[src/hdl/map_tile_fifo_cache_lookup_top_macros.svh]
// Assertion macros used by the tile cache lookup RTL.
// Each macro expects signals named clk and rst_n in the using scope.
`ifndef MAP_TILE_FIFO_CACHE_LOOKUP_TOP_MACROS_SVH
`define MAP_TILE_FIFO_CACHE_LOOKUP_TOP_MACROS_SVH

// The consequent must hold in the same cycle as the antecedent.
`define MTFC_ASSERT_SAME(label, ante, cons) \
    label: assert property (@(posedge clk) disable iff (!rst_n) (ante) |-> (cons)) \
        else $error("same-cycle property failed");

// The consequent must hold in the cycle after the antecedent.
`define MTFC_ASSERT_NEXT(label, ante, cons) \
    label: assert property (@(posedge clk) disable iff (!rst_n) (ante) |=> (cons)) \
        else $error("next-cycle property failed");

`endif

[src/hdl/mtfc_pkg.sv]
package mtfc_pkg;

    // Corner order within one view box.
    localparam logic [1:0] CORNER_MIN         = 2'd0;
    localparam logic [1:0] CORNER_MAX         = 2'd1;
    localparam logic [1:0] CORNER_MIN_X_MAX_Y = 2'd2;
    localparam logic [1:0] CORNER_MAX_X_MIN_Y = 2'd3;

    typedef struct packed {
        logic signed [31:0] min_x;
        logic signed [31:0] min_y;
        logic signed [31:0] max_x;
        logic signed [31:0] max_y;
    } box_t;

    typedef struct packed {
        logic        [1:0]  corner;
        logic signed [31:0] tile_x;
        logic signed [31:0] tile_y;
        logic               hit;
        logic        [3:0]  slot;
        logic               evicted;
        logic        [3:0]  file_x;
        logic        [3:0]  file_y;
        logic signed [15:0] folder_x;
        logic signed [15:0] folder_y;
        logic        [15:0] view_mask;
        logic               last;
    } result_t;

    typedef enum logic [1:0] {
        ST_IDLE,
        ST_SEARCH,
        ST_FINISH
    } state_t;

endpackage

[src/hdl/mtfc_ram.sv]
// Simple dual-port RAM: one write port, one read port with registered data.
module mtfc_ram #(
    parameter int WIDTH = 40,
    parameter int DEPTH = 16,
    parameter int AW    = 4
) (
    input  logic             clk,
    input  logic             wr_en,
    input  logic [AW-1:0]    wr_addr,
    input  logic [WIDTH-1:0] wr_data,
    input  logic             rd_en,
    input  logic [AW-1:0]    rd_addr,
    output logic [WIDTH-1:0] rd_data
);

    logic [WIDTH-1:0] mem [DEPTH];

    always_ff @(posedge clk)
    begin
        if (wr_en)
        begin
            mem[wr_addr] <= wr_data;
        end
        if (rd_en)
        begin
            rd_data <= mem[rd_addr];
        end
    end

endmodule

[src/hdl/map_tile_fifo_cache_lookup_top.sv]
// Tile cache lookup for one map view box.
//
// The box channel (box_valid, box_stall, box) carries one view box, given as
// signed minimum and maximum corners. The result channel (res_valid,
// res_stall, res) returns exactly four transfers per box, one per corner in
// the order min, max, (min_x,max_y), (max_x,min_y); the fourth has last set
// and carries the in-view mask of all slots.
//
// Each corner is aligned down to its tile and searched in a fully associative
// tag store by one shared comparator, one stored entry per cycle, reading the
// single read port of the tag RAM. Only filled slots are searched. A corner
// resolves on the first hit or once every filled slot has been compared, and
// then posts its result, so early hits cut a box short. The box channel
// stalls from acceptance until the fourth result is posted.
//
// Reset empties the store: no slot is valid and the replacement pointer is at
// slot zero; the tag RAM itself is not cleared. A stall on the result channel
// holds the posted result; the next corner's search goes on meanwhile and
// waits to post until the output register is free.
module map_tile_fifo_cache_lookup_top #(
    parameter int SLOTS       = 16,
    parameter int TILE_BITS   = 12,
    parameter int FOLDER_BITS = 4
) (
    input  logic             clk,
    input  logic             rst_n,
    input  logic             box_valid,
    output logic             box_stall,
    input  mtfc_pkg::box_t   box,
    output logic             res_valid,
    input  logic             res_stall,
    output mtfc_pkg::result_t res
);

    `include "map_tile_fifo_cache_lookup_top_macros.svh"

    // Stored tag is the tile coordinate without its low TILE_BITS bits.
    localparam int TW         = 32 - TILE_BITS;
    localparam int AW         = (SLOTS > 1) ? $clog2(SLOTS) : 1;
    localparam int CW         = $clog2(SLOTS + 1);
    localparam int FOLD_SHIFT = TILE_BITS + FOLDER_BITS;
    localparam logic [3:0] FILE_MASK = 4'((64'd1 << FOLDER_BITS) - 64'd1);

    mtfc_pkg::state_t  state_reg, state_next;
    mtfc_pkg::box_t    box_reg, box_next;
    logic [1:0]        corner_reg, corner_next;
    logic [CW-1:0]     rd_ptr_reg, rd_ptr_next;
    logic              pend_reg, pend_next;
    logic [AW-1:0]     pend_idx_reg, pend_idx_next;
    logic              hit_reg, hit_next;
    logic [AW-1:0]     slot_reg, slot_next;
    logic              evict_reg, evict_next;
    logic [CW-1:0]     filled_reg, filled_next;
    logic [AW-1:0]     oldest_reg, oldest_next;
    logic [SLOTS-1:0]  view_reg, view_next;
    logic              res_valid_reg, res_valid_next;
    mtfc_pkg::result_t res_reg, res_next;

    logic signed [31:0] cur_x, cur_y;
    logic signed [31:0] tile_x, tile_y;
    logic signed [31:0] fold_x, fold_y;
    logic [2*TW-1:0]    cur_tag;
    logic [2*TW-1:0]    rd_data;
    logic               rd_en, wr_en;
    logic               full;
    logic               out_free;
    logic               match;
    logic [AW+3:0]      slot_ext;
    logic [SLOTS+15:0]  mask_ext;

    // Corner selection and tile alignment for the corner being worked on.
    always_comb
    begin
        cur_x = ((corner_reg == mtfc_pkg::CORNER_MIN) ||
                 (corner_reg == mtfc_pkg::CORNER_MIN_X_MAX_Y)) ? box_reg.min_x : box_reg.max_x;
        cur_y = ((corner_reg == mtfc_pkg::CORNER_MIN) ||
                 (corner_reg == mtfc_pkg::CORNER_MAX_X_MIN_Y)) ? box_reg.min_y : box_reg.max_y;
        tile_x  = {cur_x[31:TILE_BITS], {TILE_BITS{1'b0}}};
        tile_y  = {cur_y[31:TILE_BITS], {TILE_BITS{1'b0}}};
        cur_tag = {cur_x[31:TILE_BITS], cur_y[31:TILE_BITS]};
        fold_x  = tile_x >>> FOLD_SHIFT;
        fold_y  = tile_y >>> FOLD_SHIFT;
    end

    assign full      = (filled_reg == CW'(SLOTS));
    assign out_free  = !res_valid_reg || !res_stall;
    assign match     = pend_reg && (rd_data == cur_tag);
    assign box_stall = (state_reg != mtfc_pkg::ST_IDLE);
    assign res_valid = res_valid_reg;
    assign res       = res_reg;

    always_comb
    begin
        state_next     = state_reg;
        box_next       = box_reg;
        corner_next    = corner_reg;
        rd_ptr_next    = rd_ptr_reg;
        pend_next      = pend_reg;
        pend_idx_next  = pend_idx_reg;
        hit_next       = hit_reg;
        slot_next      = slot_reg;
        evict_next     = evict_reg;
        filled_next    = filled_reg;
        oldest_next    = oldest_reg;
        view_next      = view_reg;
        res_valid_next = res_valid_reg && res_stall;
        res_next       = res_reg;
        rd_en          = 1'b0;
        wr_en          = 1'b0;
        slot_ext       = {4'b0000, slot_reg};
        mask_ext       = '0;

        case (state_reg)
            mtfc_pkg::ST_IDLE:
            begin
                if (box_valid)
                begin
                    box_next    = box;
                    corner_next = mtfc_pkg::CORNER_MIN;
                    rd_ptr_next = '0;
                    pend_next   = 1'b0;
                    view_next   = '0;
                    state_next  = mtfc_pkg::ST_SEARCH;
                end
            end
            mtfc_pkg::ST_SEARCH:
            begin
                if (match)
                begin
                    hit_next   = 1'b1;
                    slot_next  = pend_idx_reg;
                    evict_next = 1'b0;
                    pend_next  = 1'b0;
                    state_next = mtfc_pkg::ST_FINISH;
                end
                else if (!pend_reg && (rd_ptr_reg >= filled_reg))
                begin
                    // Every filled slot compared without a match.
                    hit_next   = 1'b0;
                    slot_next  = full ? oldest_reg : filled_reg[AW-1:0];
                    evict_next = full;
                    state_next = mtfc_pkg::ST_FINISH;
                end
                else
                begin
                    rd_en         = (rd_ptr_reg < filled_reg);
                    pend_next     = rd_en;
                    pend_idx_next = rd_ptr_reg[AW-1:0];
                    if (rd_en)
                    begin
                        rd_ptr_next = rd_ptr_reg + CW'(1);
                    end
                end
            end
            mtfc_pkg::ST_FINISH:
            begin
                if (out_free)
                begin
                    view_next           = view_reg;
                    view_next[slot_reg] = 1'b1;
                    if (!hit_reg)
                    begin
                        wr_en = 1'b1;
                        if (full)
                        begin
                            oldest_next = (oldest_reg == AW'(SLOTS - 1)) ?
                                          '0 : oldest_reg + AW'(1);
                        end
                        else
                        begin
                            filled_next = filled_reg + CW'(1);
                        end
                    end
                    if (corner_reg == mtfc_pkg::CORNER_MAX_X_MIN_Y)
                    begin
                        mask_ext = {16'h0000, view_next};
                    end
                    res_valid_next     = 1'b1;
                    res_next.corner    = corner_reg;
                    res_next.tile_x    = tile_x;
                    res_next.tile_y    = tile_y;
                    res_next.hit       = hit_reg;
                    res_next.slot      = slot_ext[3:0];
                    res_next.evicted   = evict_reg;
                    res_next.file_x    = tile_x[TILE_BITS +: 4] & FILE_MASK;
                    res_next.file_y    = tile_y[TILE_BITS +: 4] & FILE_MASK;
                    res_next.folder_x  = fold_x[15:0];
                    res_next.folder_y  = fold_y[15:0];
                    res_next.view_mask = mask_ext[15:0];
                    res_next.last      = (corner_reg == mtfc_pkg::CORNER_MAX_X_MIN_Y);
                    if (corner_reg == mtfc_pkg::CORNER_MAX_X_MIN_Y)
                    begin
                        state_next = mtfc_pkg::ST_IDLE;
                    end
                    else
                    begin
                        corner_next = corner_reg + 2'd1;
                        rd_ptr_next = '0;
                        pend_next   = 1'b0;
                        state_next  = mtfc_pkg::ST_SEARCH;
                    end
                end
            end
            default:
            begin
                state_next = mtfc_pkg::ST_IDLE;
            end
        endcase
    end

    always_ff @(posedge clk or negedge rst_n)
    begin
        if (!rst_n)
        begin
            state_reg     <= mtfc_pkg::ST_IDLE;
            pend_reg      <= 1'b0;
            filled_reg    <= '0;
            oldest_reg    <= '0;
            view_reg      <= '0;
            res_valid_reg <= 1'b0;
        end
        else
        begin
            state_reg     <= state_next;
            pend_reg      <= pend_next;
            filled_reg    <= filled_next;
            oldest_reg    <= oldest_next;
            view_reg      <= view_next;
            res_valid_reg <= res_valid_next;
        end
    end

    always_ff @(posedge clk)
    begin
        box_reg      <= box_next;
        corner_reg   <= corner_next;
        rd_ptr_reg   <= rd_ptr_next;
        pend_idx_reg <= pend_idx_next;
        hit_reg      <= hit_next;
        slot_reg     <= slot_next;
        evict_reg    <= evict_next;
        res_reg      <= res_next;
    end

    // Tag store: x and y tags side by side in one word per slot.
    mtfc_ram #(
        .WIDTH (2 * TW),
        .DEPTH (SLOTS),
        .AW    (AW)
    ) u_tag_ram (
        .clk     (clk),
        .wr_en   (wr_en),
        .wr_addr (slot_reg),
        .wr_data (cur_tag),
        .rd_en   (rd_en),
        .rd_addr (rd_ptr_reg[AW-1:0]),
        .rd_data (rd_data)
    );

    // The fill count never passes the number of slots.
    `MTFC_ASSERT_SAME(a_fill_bound, 1'b1, filled_reg <= CW'(SLOTS))
    // Replacement only starts once every slot has been filled.
    `MTFC_ASSERT_SAME(a_oldest_idle, filled_reg < CW'(SLOTS), oldest_reg == '0)
    // The last flag belongs to the fourth corner only.
    `MTFC_ASSERT_SAME(a_last_corner, res_valid && res.last,
                      res.corner == mtfc_pkg::CORNER_MAX_X_MIN_Y)
    // A posted miss on a full store always reports an eviction.
    `MTFC_ASSERT_NEXT(a_evict_full,
                      (state_reg == mtfc_pkg::ST_FINISH) && out_free && !hit_reg && full,
                      res_valid && res.evicted)

endmodule

[config.mk]
export PLATFORM = sky130hd
export DESIGN_NAME = map_tile_fifo_cache_lookup_top
export DESIGN_NICKNAME = d
export VERILOG_FILES = /design/src/hdl/mtfc_pkg.sv /design/src/hdl/mtfc_ram.sv /design/src/hdl/map_tile_fifo_cache_lookup_top.sv
export VERILOG_INCLUDE_DIRS = /design/src /design/src/hdl
export SDC_FILE = /design/constraint.sdc
export NUM_CORES = 1
export LEC_CHECK = 0
export BUFFER_PORTS_ARGS = -buffer_cell sky130_fd_sc_hd__buf_2
export CAP_MARGIN = 10
export CORE_ASPECT_RATIO = 0.5
export CORE_MARGIN = 2
export CORE_UTILIZATION = 50
export CTS_BUF_LIST = sky130_fd_sc_hd__clkbuf_4 sky130_fd_sc_hd__clkbuf_8
export DETAILED_ROUTE_END_ITERATION = 8
export PLACE_DENSITY = 0.68
export SLEW_MARGIN = 20
export SYNTH_ARGS = -nofsm -noshare
export SYNTH_HDL_FRONTEND = slang
export SYNTH_SLANG_ARGS = --single-unit
[constraint.sdc]
create_clock -name clk -period 11.4 [get_ports clk]
set_input_delay 0.57 -clock clk [delete_from_list [all_inputs] [get_ports clk]]
set_output_delay 0.57 -clock clk [all_outputs]
set_load 0.02 [all_outputs]
# After elaboration in Yosys (flattened, before gate mapping)
# Memory sizes are Yosys's and may differ from the RTL's. A register that Yosys moved wholly into a read port is not among the register bits.
# Index checks and enable logic that the tools add are counted.
# totals
mem_bits_rw,640
rom_bits,0
reg_bits,279
memories,1
latchBits,0
out_inout_bits,131
in_bits,132
# mem_list
memory,words,width,rd,rd_clocked_by_memory_dff,wr,line_no,rtl
u_tag_ram.mem,16,40,1,1,1,mtfc_ram.sv:16,logic [WIDTH-1:0] mem [DEPTH];
# op_classes
bitwise_logic,5
shifts,0
addsub,4
div,0
n_reduce_logical,27
n_mux,46
eq_ne,15
order_cmp,4
multipliers,0
# op_table
cell,count
$mux 32,2
$eq 40x40->1,1
$mux 16,2
$pmux 16 s2,1
$mux 5,6
$mux 1,19
$mux 4,4
$or 16x16->16,1
$pmux 5 s3,1
$mux 2,7
$ne 2x2->1 const B,6
$reduce_and 4->1,3
$add 5x1->5 const B,2
$reduce_and 3->1,3
$reduce_and 7->1,1
$eq 2x2->1 const B,3
$ne 3x3->1 const B,2
$pmux 2 s3,1
$reduce_and 2->1,3
$reduce_bool 2->1,3
$eq 5x5->1 const B,1
$ge 5x5->1,1
$lt 4x5->1 const B,1
$lt 5x5->1,1
15 further kinds,26

# Logic depth before layout (Yosys ltp)
# Gate-level depths: netlist of the first run.
# depth
word_depth,7
depth_mapped,14
mapped_depth_nobuf,10

# Modules after synthesis
# Synthesis of the first run repeated with hierarchy kept, for this count alone.
# unflattened
cells_unflattened,1653
area_unflattened_um2,33945.1
# by_module_without_submodules
module,n_inst,area_each_um2,cells_each
mtfc_ram,1,25530.7,1040
map_tile_fifo_cache_lookup_top,1,8414.3,613

# Worst setup path after synthesis of the first run
# No wires, ideal clock.
# synth_path
path_type,flip-flop to flip-flop
from,register state_reg[0]
to,memory u_tag_ram.mem[11][0] (enable)
slack_ns,4.579
required_time_ns,10.963
stages_incl_launch_ff,7
arrival_ns,6.384
n_path_buf,1
path_cell_list,dfrtp_1 > nand2b_1 > a21oi_1 > nor2b_1 > clkbuf_1 > nand3_1 > nor2_1
# synth_between
elab_chain_len,4
# synth_rtl
item,line_no,rtl
from (decl),map_tile_fifo_cache_lookup_top.sv:44,"mtfc_pkg::state_t state_reg, state_next;"
from (signal assigned),map_tile_fifo_cache_lookup_top.sv:215,state_reg <= mtfc_pkg::ST_IDLE;
from (signal assigned),map_tile_fifo_cache_lookup_top.sv:224,state_reg <= state_next;
$eq 2x2->1,map_tile_fifo_cache_lookup_top.sv:113,case (state_reg)
$mux 1,map_tile_fifo_cache_lookup_top.sv:113,
$mux 1,mtfc_ram.sv:20,if (wr_en)
$mux 1 (not written as such),mtfc_ram.sv:22,mem[wr_addr] <= wr_data;
to (decl),mtfc_ram.sv:16,
# No other way between the ends.

# Worst setup path in the final report of the first run
# layout_path
from,register corner_reg[0]
to,"register u_tag_ram.rd_data[9], read port of u_tag_ram.mem (enable)"
# layout_between
elab_chain_len,7
# layout_rtl
item,line_no,rtl
from (decl),map_tile_fifo_cache_lookup_top.sv:46,"logic [1:0] corner_reg, corner_next;"
from (signal assigned),map_tile_fifo_cache_lookup_top.sv:236,corner_reg <= corner_next;
$eq 2x2->1 or $logic_not 2->1 (tied branches),"map_tile_fifo_cache_lookup_top.sv:77, map_tile_fifo_cache_lookup_top.sv:76",
$logic_or 1x1->1 (*),map_tile_fifo_cache_lookup_top.sv:76,cur_y = ((corner_reg == mtfc_pkg::CORNER_MIN) ||
$mux 32 (*),map_tile_fifo_cache_lookup_top.sv:77,(corner_reg == mtfc_pkg::CORNER_MAX_X_MIN_Y)) ? box_reg.min_y : box_reg.max_y;
named net cur_y[22],map_tile_fifo_cache_lookup_top.sv:59,"logic signed [31:0] cur_x, cur_y;"
$eq 40x40->1 (*),map_tile_fifo_cache_lookup_top.sv:87,assign match = pend_reg && (rd_data == cur_tag);
$logic_and 1x1->1 (*),map_tile_fifo_cache_lookup_top.sv:87,
$mux 1 (*),map_tile_fifo_cache_lookup_top.sv:128,if (match)
$mux 1 (*),map_tile_fifo_cache_lookup_top.sv:113,
named net rd_en,map_tile_fifo_cache_lookup_top.sv:64,"logic rd_en, wr_en;"
to (decl),mtfc_ram.sv:13,output logic [WIDTH-1:0] rd_data
# The timed path passes the listed nets; every way through them passes the cells marked *.
# A chain may end at the register's enable or synchronous reset.

==> reports/metrics.yaml, run 1 <==
status: "completed"
synthFlopType: "edfxtp_1"
hold_viol_final: 0
ant_nets: 0
r2r-end: "u_tag_ram.rd_data[9]"
grt_pass1_wl_um: 116100
max_freq_ghz: 0.1857
hold_path_class: "primary input to register"
synthDistinctLibCells: 58
die_y_um: 188.5
setup_viol: 0
slew_viol_final: 0
drive_above_1_share_pct: 26.35
synth_area_sq_um: 34050
cp_max_fo: 40
totalWireLength_um: 80230
cp-start-kind: "register"
vias_per_cell: 5.771
drt_iter0_drc: 2097
cts_inserted_buffers: 119
vias: 18250
htree_levels: 3
antenna_found_initial: 3
drc_errors: 0
synth_area_leaders: "edfxtp_1 (74%), mux4_2 (5.3%), mux2i_1 (3.7%)"
critPathRequiredTime_ps: 11780
fin_worst_skew_ps: 32.84
ios: 263
post-synth-top-area-fraction_pct: 74.27
arrival_ps: 5770
r2r_cells: 11
setup.worst_path.start: "corner_reg[0]"
worstReg2RegStart: "corner_reg[0]"
hp-start: "res_stall"
crit_type: "register to register"
yosysSeqAreaShare_pct: 76.40
cts_resized: 0
grt_max_degree: 129
ys_async_sr_fraction_pct: 3.330
yosys_warnings: 0
powerDensity_nw_per_um2: 243.4
final_nets: 2311
first_pass_iters: 5
worstHoldEndpoint: "res_valid"
clk_pin_slew_ps: 60
start_util_pct: 50.70
rsz0062_at_grt: "false"
period_minus_slack_ps: 5386
grt.total_usage_pct: 22.62
post_cts_buffers: 0
clockBufferDepth: 3
grt_pass1_vias: 17950
maxSlewHeadroom_pct: 28.42
port_buffers: 190
min_path_cells: 3
wl_per_cell_um: 25.37
post-dp-hpwl_um: 40010
area_growth_pct: 14.32
placed_area_sq_um: 35800
ys_ff_latch: 871
overflow: 0
fillerInstances: 4939
reg2reg_setup_slack_ps: 6010
syn_inst: 1868
root_buffer: "clkbuf_8"
dieArea_sq_um: 70320
cts_sinks: 871
synth_edf_count: 842
core_sq_um: 67150
p_leak_nw: 13.29
die_w_um: 373.0
cts_tree: "done"
ir_drop_mv: 0.2358
clock_latency_ps: 770
final_cell_mix: "edfxtp_1 (842), buf_2 (190), mux2i_1 (125)"
finalCritPeriodShare_pct: 47.24
cp-end-kind: "register"
syn_area_per_cell_sq_um: 18.23
tightest_slew_ps: 1074
cap_viol_max_count: 0
setup_tns_ps: 0
rows: 67
gp_congestion: 0.8478
fin_area_sq_um: 38920
largest_reg_flops: 640
final_common_cell: "edfxtp_1"
synth_top_area_cell: "edfxtp_1"
## kinds of logic (layout without fill, tap and decap cells)
group           count (synthesis)  in the layout  share of synthesized area, %
xor+xnor                       36             36                        0.9261
mux                           274            274                         11.27
flops                         871            871                         76.40
simple gates                  196            196                         2.617
other cells                     1             27                       0.01101
buf+inv                       182            553                         2.819
fa+ha+maj                      12             12                        0.4410
compound gates                296            296                         5.516
## per-stage QoR
step	std cells	util (%)	worst slack (ps)	hold WS (ps)	total power, W
2_1_floorplan	1891	-	4579	274.4	0.006273
3_3_place_gp	2862	53.31	5933	424.9	0.007095
3_5_place_dp	2862	53.31	5878	415.2	0.007165
4_1_cts	3159	57.93	5834	51.98	0.009516
5_1_grt	3161	57.96	5708	109.5	0.009900
6_report	3162	57.96	6014	138.2	0.009475
## final cells by class
class                      instances  area (sq um)  area share (%)
tap                              897          1122           2.884
clock inverter                    48         275.3          0.7072
inverter                          33         126.4          0.3247
clock buffer                     168          2012           5.169
antenna                            3         7.507         0.01929
sequential                       871         26010           66.83
multi-input combinational        838          7333           18.84
timing repair buffer             304          2034           5.227
## cells in the mapped netlist (2+ instances only)
cell and number:
a21oi_1 51, a221o_1 2, a221oi_1 42, a22o_1 3, a22oi_1 40, a31oi_1 2, and2_1 3, buf_1 14
buf_2 5, buf_4 64, buf_6 4, clkbuf_1 62, dfrtp_1 29, edfxtp_1 842, ha_1 12, inv_1 33
mux2_2 67, mux2_4 2, mux2i_1 125, mux4_2 80, nand2_1 97, nand2b_1 9, nand3_1 7, nand3b_1 4
nand4_1 5, nor2_1 46, nor2b_1 6, nor4_1 4, o21a_1 16, o21ai_0 120, o221ai_1 4, o22ai_1 3
o2bb2ai_1 3, or2_2 4, xnor2_1 11, xor2_1 25
## metal layers
metal  share of wire, %  track usage [%]  vias to the layer above
met1                 44            33.73                     9396
li1                   -                -                     7917
met2                 46            33.93                      824
met4                1.8            6.332                        0
met5                  0                0                        -
met3                8.6            4.847                      110
## power breakdown
part           switching [W]  total [W]  internal, W
Combinational        0.00184    0.00277     0.000932
Sequential          0.000153    0.00437      0.00421
Clock                0.00116    0.00234      0.00118
## worst max-delay path, stage by stage, from the launching register on
cell	delay [ps]
edfxtp_1	400
inv_1	80
ha_2	630
buf_4	420
mux2_2	530
xor2_1	300
nor4_1	740
nand4_1	280
nor4_4	780
or2b_2	300
nor2_4	50
buf_4	370
## worst max path at each step
stage          cells past startpoint              endpoint  slack [ps]
2_1_floorplan                      6  u_tag_ram.mem[11][0]        4580
3_3_place_gp                      11  u_tag_ram.rd_data[9]        5930
3_5_place_dp                      11  u_tag_ram.rd_data[4]        5880
4_1_cts                           11  u_tag_ram.rd_data[4]        5830
5_1_grt                           11  u_tag_ram.rd_data[4]        5710
6_report                          11  u_tag_ram.rd_data[9]        6010
## timing repair
item	CTS	global route
endpoints found under the setup margin	0	0
hold buffers	81	0
endpoints found under the hold margin	109	0
(Power assumes the default switching activity.)
==> run 2, diff against run 1 <==
- ABC_AREA: unset -> 1
- PLACE_DENSITY: 0.68 -> 0.71
- clock period: 11.4 -> 4.7 ns (I/O delays scaled with it)
==> reports/metrics.yaml, run 2 <==
cts_tree: "done"  # unchanged
setup.worst_path.start: "corner_reg[0]"  # unchanged
yosysMostFrequentCell: "edfxtp_1"  # unchanged
cp-end-kind: "register"  # unchanged
ys_top_cells_by_count: "edfxtp_1 (842), nand2_1 (558), nor2_1 (251)"  # was edfxtp_1 (842), mux2i_1 (125), o21ai_0 (120)
grt_max_degree: 210  # was 129
final_cell_mix: "edfxtp_1 (842), nand2_1 (557), nor2_1 (240)"  # was edfxtp_1 (842), buf_2 (190), mux2i_1 (125)
fin_cells: 3995  # was 3,162
p_int_w: 0.01524  # was 0.006327 W
hold_path_class: "primary input to register"  # unchanged
htree_levels: 3  # unchanged
placed_cells: 3697  # was 2,862
p_seq_share_pct: 44.0  # was 46.1%
fin_worst_skew_ps: 41.84  # was 32.84 ps
pwr-share-clk_pct: 23.1  # was 24.7%
ir_drop_mv: 0.5288  # was 0.2358 mV
grt.total_usage_pct: 25.38  # was 22.62%
maxSlewHeadroom_pct: 23.12  # was 28.42%
antenna_found_initial: 1  # was 3
cts_inserted_buffers: 118  # was 119
totalWireLength_um: 92480  # was 80,230 um
status: "completed"  # unchanged
synth_edf_count: 842  # unchanged
synth_area_sq_um: 34730  # was 34,050 sq um
overflow: 0  # unchanged
first_pass_iters: 8  # was 5
die_y_um: 190.4  # was 188.5 um
crit_type: "register to register"  # unchanged
r2r_cells: 16  # was 11
routed-wl-met3_um: 9993  # was 6865 um
multi_input_area_sq_um: 7426  # was 7333 sq um
drc_errors: 0  # unchanged
rsz0062_at_grt: "false"  # unchanged
synth_top_area_cell: "edfxtp_1"  # unchanged
wl_met1_um: 35970  # was 35,360 um
core_sq_um: 68830  # was 67,150 sq um
syn_area_per_cell_sq_um: 12.77  # was 18.23 sq um
hold_viol_final: 0  # unchanged
vias_per_cell: 5.813  # was 5.771
fillerInstances: 5320  # was 4,939
largest_reg_flops: 640  # unchanged
max_freq_ghz: 0.2598  # was 0.1857 GHz
clk_pin_slew_ps: 70  # was 60 ps
synth_area_leaders: "edfxtp_1 (73%), nand2_1 (6.0%), o21ai_0 (3.4%)"  # was edfxtp_1 (74%), mux4_2 (5.3%), mux2i_1 (3.7%)
gp_congestion: 0.8914  # was 0.8478
p_comb_share_pct: 32.9  # was 29.2%
period_minus_slack_ps: 3848  # was 5386 ps
switchingPower_w: 0.009377  # was 0.003148 W
final_nets: 3133  # was 2,311
seqCellArea_sq_um: 26010  # unchanged
drive_above_1_share_pct: 15.14  # was 26.35%
arrival_ps: 4310  # was 5770 ps
ant_nets: 0  # unchanged
powerDensity_nw_per_um2: 621.5  # was 243.4 nW/um^2
cp_max_fo: 40  # unchanged
grt_pass1_vias: 21800  # was 17,950
vias: 23220  # was 18,250
dr_wl_met2_um: 42560  # was 36,520 um
post-synth-top-area-fraction_pct: 72.79  # was 74.27%
wl_per_cell_um: 23.15  # was 25.37 um
ys_async_sr_fraction_pct: 3.330  # unchanged
final_common_cell: "edfxtp_1"  # unchanged
area_growth_pct: 14.02  # was 14.32%
r2r-end: "u_tag_ram.rd_data[2]"  # was u_tag_ram.rd_data[9]
cts.hold.buffers_added: 82  # was 81
cap_viol_max_count: 0  # unchanged
syn_inst: 2721  # was 1,868
setup_viol: 0  # unchanged
dieArea_sq_um: 71720  # was 70,320 sq um
worstReg2RegStart: "corner_reg[0]"  # unchanged
p_total_w: 0.02461  # was 0.009475 W
setup_tns_ps: 0  # unchanged
finish.utilization_pct: 57.54  # was 57.96%
top_layer_used: "met4"  # unchanged
cp-start-kind: "register"  # unchanged
synthFlopType: "edfxtp_1"  # unchanged
finalCritPeriodShare_pct: 81.88  # was 47.24%
slew_viol_final: 0  # unchanged
cts_resized: 0  # unchanged
die_w_um: 376.7  # was 373.0 um
p_leak_nw: 14.60  # was 13.29 nW
drt_iter0_drc: 3476  # was 2,097
switching_share_pct: 38.10  # was 33.23%
endpoint: "u_tag_ram.rd_data[2]"  # was u_tag_ram.rd_data[9]
clock_latency_ps: 760  # was 770 ps
ys_ff_latch: 871  # unchanged
ios: 263  # unchanged
cts_sinks: 871  # unchanged
critPathRequiredTime_ps: 5160  # was 11,780 ps
yosysSeqAreaShare_pct: 74.88  # was 76.40%
port_buffers: 190  # unchanged
reg2reg_setup_slack_ps: 850  # was 6010 ps
clockBufferDepth: 3  # unchanged
post_cts_buffers: 0  # unchanged
post-dp-hpwl_um: 48480  # was 40,010 um
synthDistinctLibCells: 34  # was 58
tightest_slew_ps: 1153  # was 1074 ps
root_buffer: "clkbuf_8"  # unchanged
start_util_pct: 50.46  # was 50.70%
grt_pass1_wl_um: 134400  # was 116,100 um
rows: 68  # was 67
yosys_warnings: 0  # unchanged
run 2: cell types whose count changed after synthesis, moves of 80 or more:
cell,change
o21ai_0,+116
nand3_1,+118
mux4_2,-80
mux2i_1,-125
nor2_1,+205
nand2_1,+461
inv_1,+99
run 2: layout make-up:
type	instances	share of cell area [%]
Timing Repair Buffer	320	5.541
Sequential cell	871	65.67
Multi-Input combinational cell	1537	18.75
Inverter	141	1.362
Clock inverter	55	0.8941
Clock buffer	160	4.897
Tap cell	910	2.875
Antenna cell	1	0.006319
run 2: critical path, stage by stage (launching register included):
cell      delay, ps
edfxtp_1        440
inv_1           130
ha_1            200
inv_1            60
nand2_2         520
nand2_1         150
nand2_1         460
nand2_1         310
nand2_1         120
nand2_1          90
nor2_1          140
nand2_1          60
nor2_1           90
nand2_1         220
nand3_1         240
nor2_4           60
buf_12          210
run 2: logic make-up (layout without fill, tap and decap cells):
family	after synthesis	count (layout)	synth area share (%)
AO/OA/AOI/OAI	477	477	7.932
other	1	25	0.01080
AND/OR/NAND/NOR	1016	1016	12.02
buffers and inverters	336	676	4.524
adder cells (fa/ha/maj)	12	12	0.4322
XOR/XNOR	8	8	0.2017
flip-flops	871	871	74.88
run 2: per-layer routing:
metal	vias up	GRT usage, %
li1	10260	-
met1	11320	34.73
met2	1375	39.88
met3	272	4.942
met4	0	11.31
met5	-	0
run 2: power groups by stage:
stage | registers [W] | logic, W | clock network (W)
floorplan | 0.0109 | 0.00505 | 0
global placement | 0.0110 | 0.00764 | 0
detailed placement | 0.0110 | 0.00785 | 0
CTS | 0.0108 | 0.00792 | 0.00571
global route | 0.0109 | 0.00878 | 0.00606
finish | 0.0108 | 0.00809 | 0.00569
run 2: worst min path at each step:
stage | startpoint | endpoint | slack, ps | cells after the start
6_report | box_valid | box_reg[93] | 70 | 3
5_1_grt | box_valid | box_reg[93] | 50 | 3
4_1_cts | box_valid | box_reg[93] | 20 | 3
3_5_place_dp | rst_n | view_reg[14] | 320 | 1
3_3_place_gp | rst_n | view_reg[14] | 320 | 1
2_1_floorplan | rst_n | filled_reg[0] | -60 | 0
run 2: stage by stage:
step	hold slack [ps]	cell area [sq um]	setup WS [ps]
floorplan	-60.59	34880	109.4
global placement	318.7	36490	1081
detailed placement	324.5	36490	956.0
CTS	19.54	39600	949.2
global route	48.35	39600	582.8
finish	66.58	39600	851.5
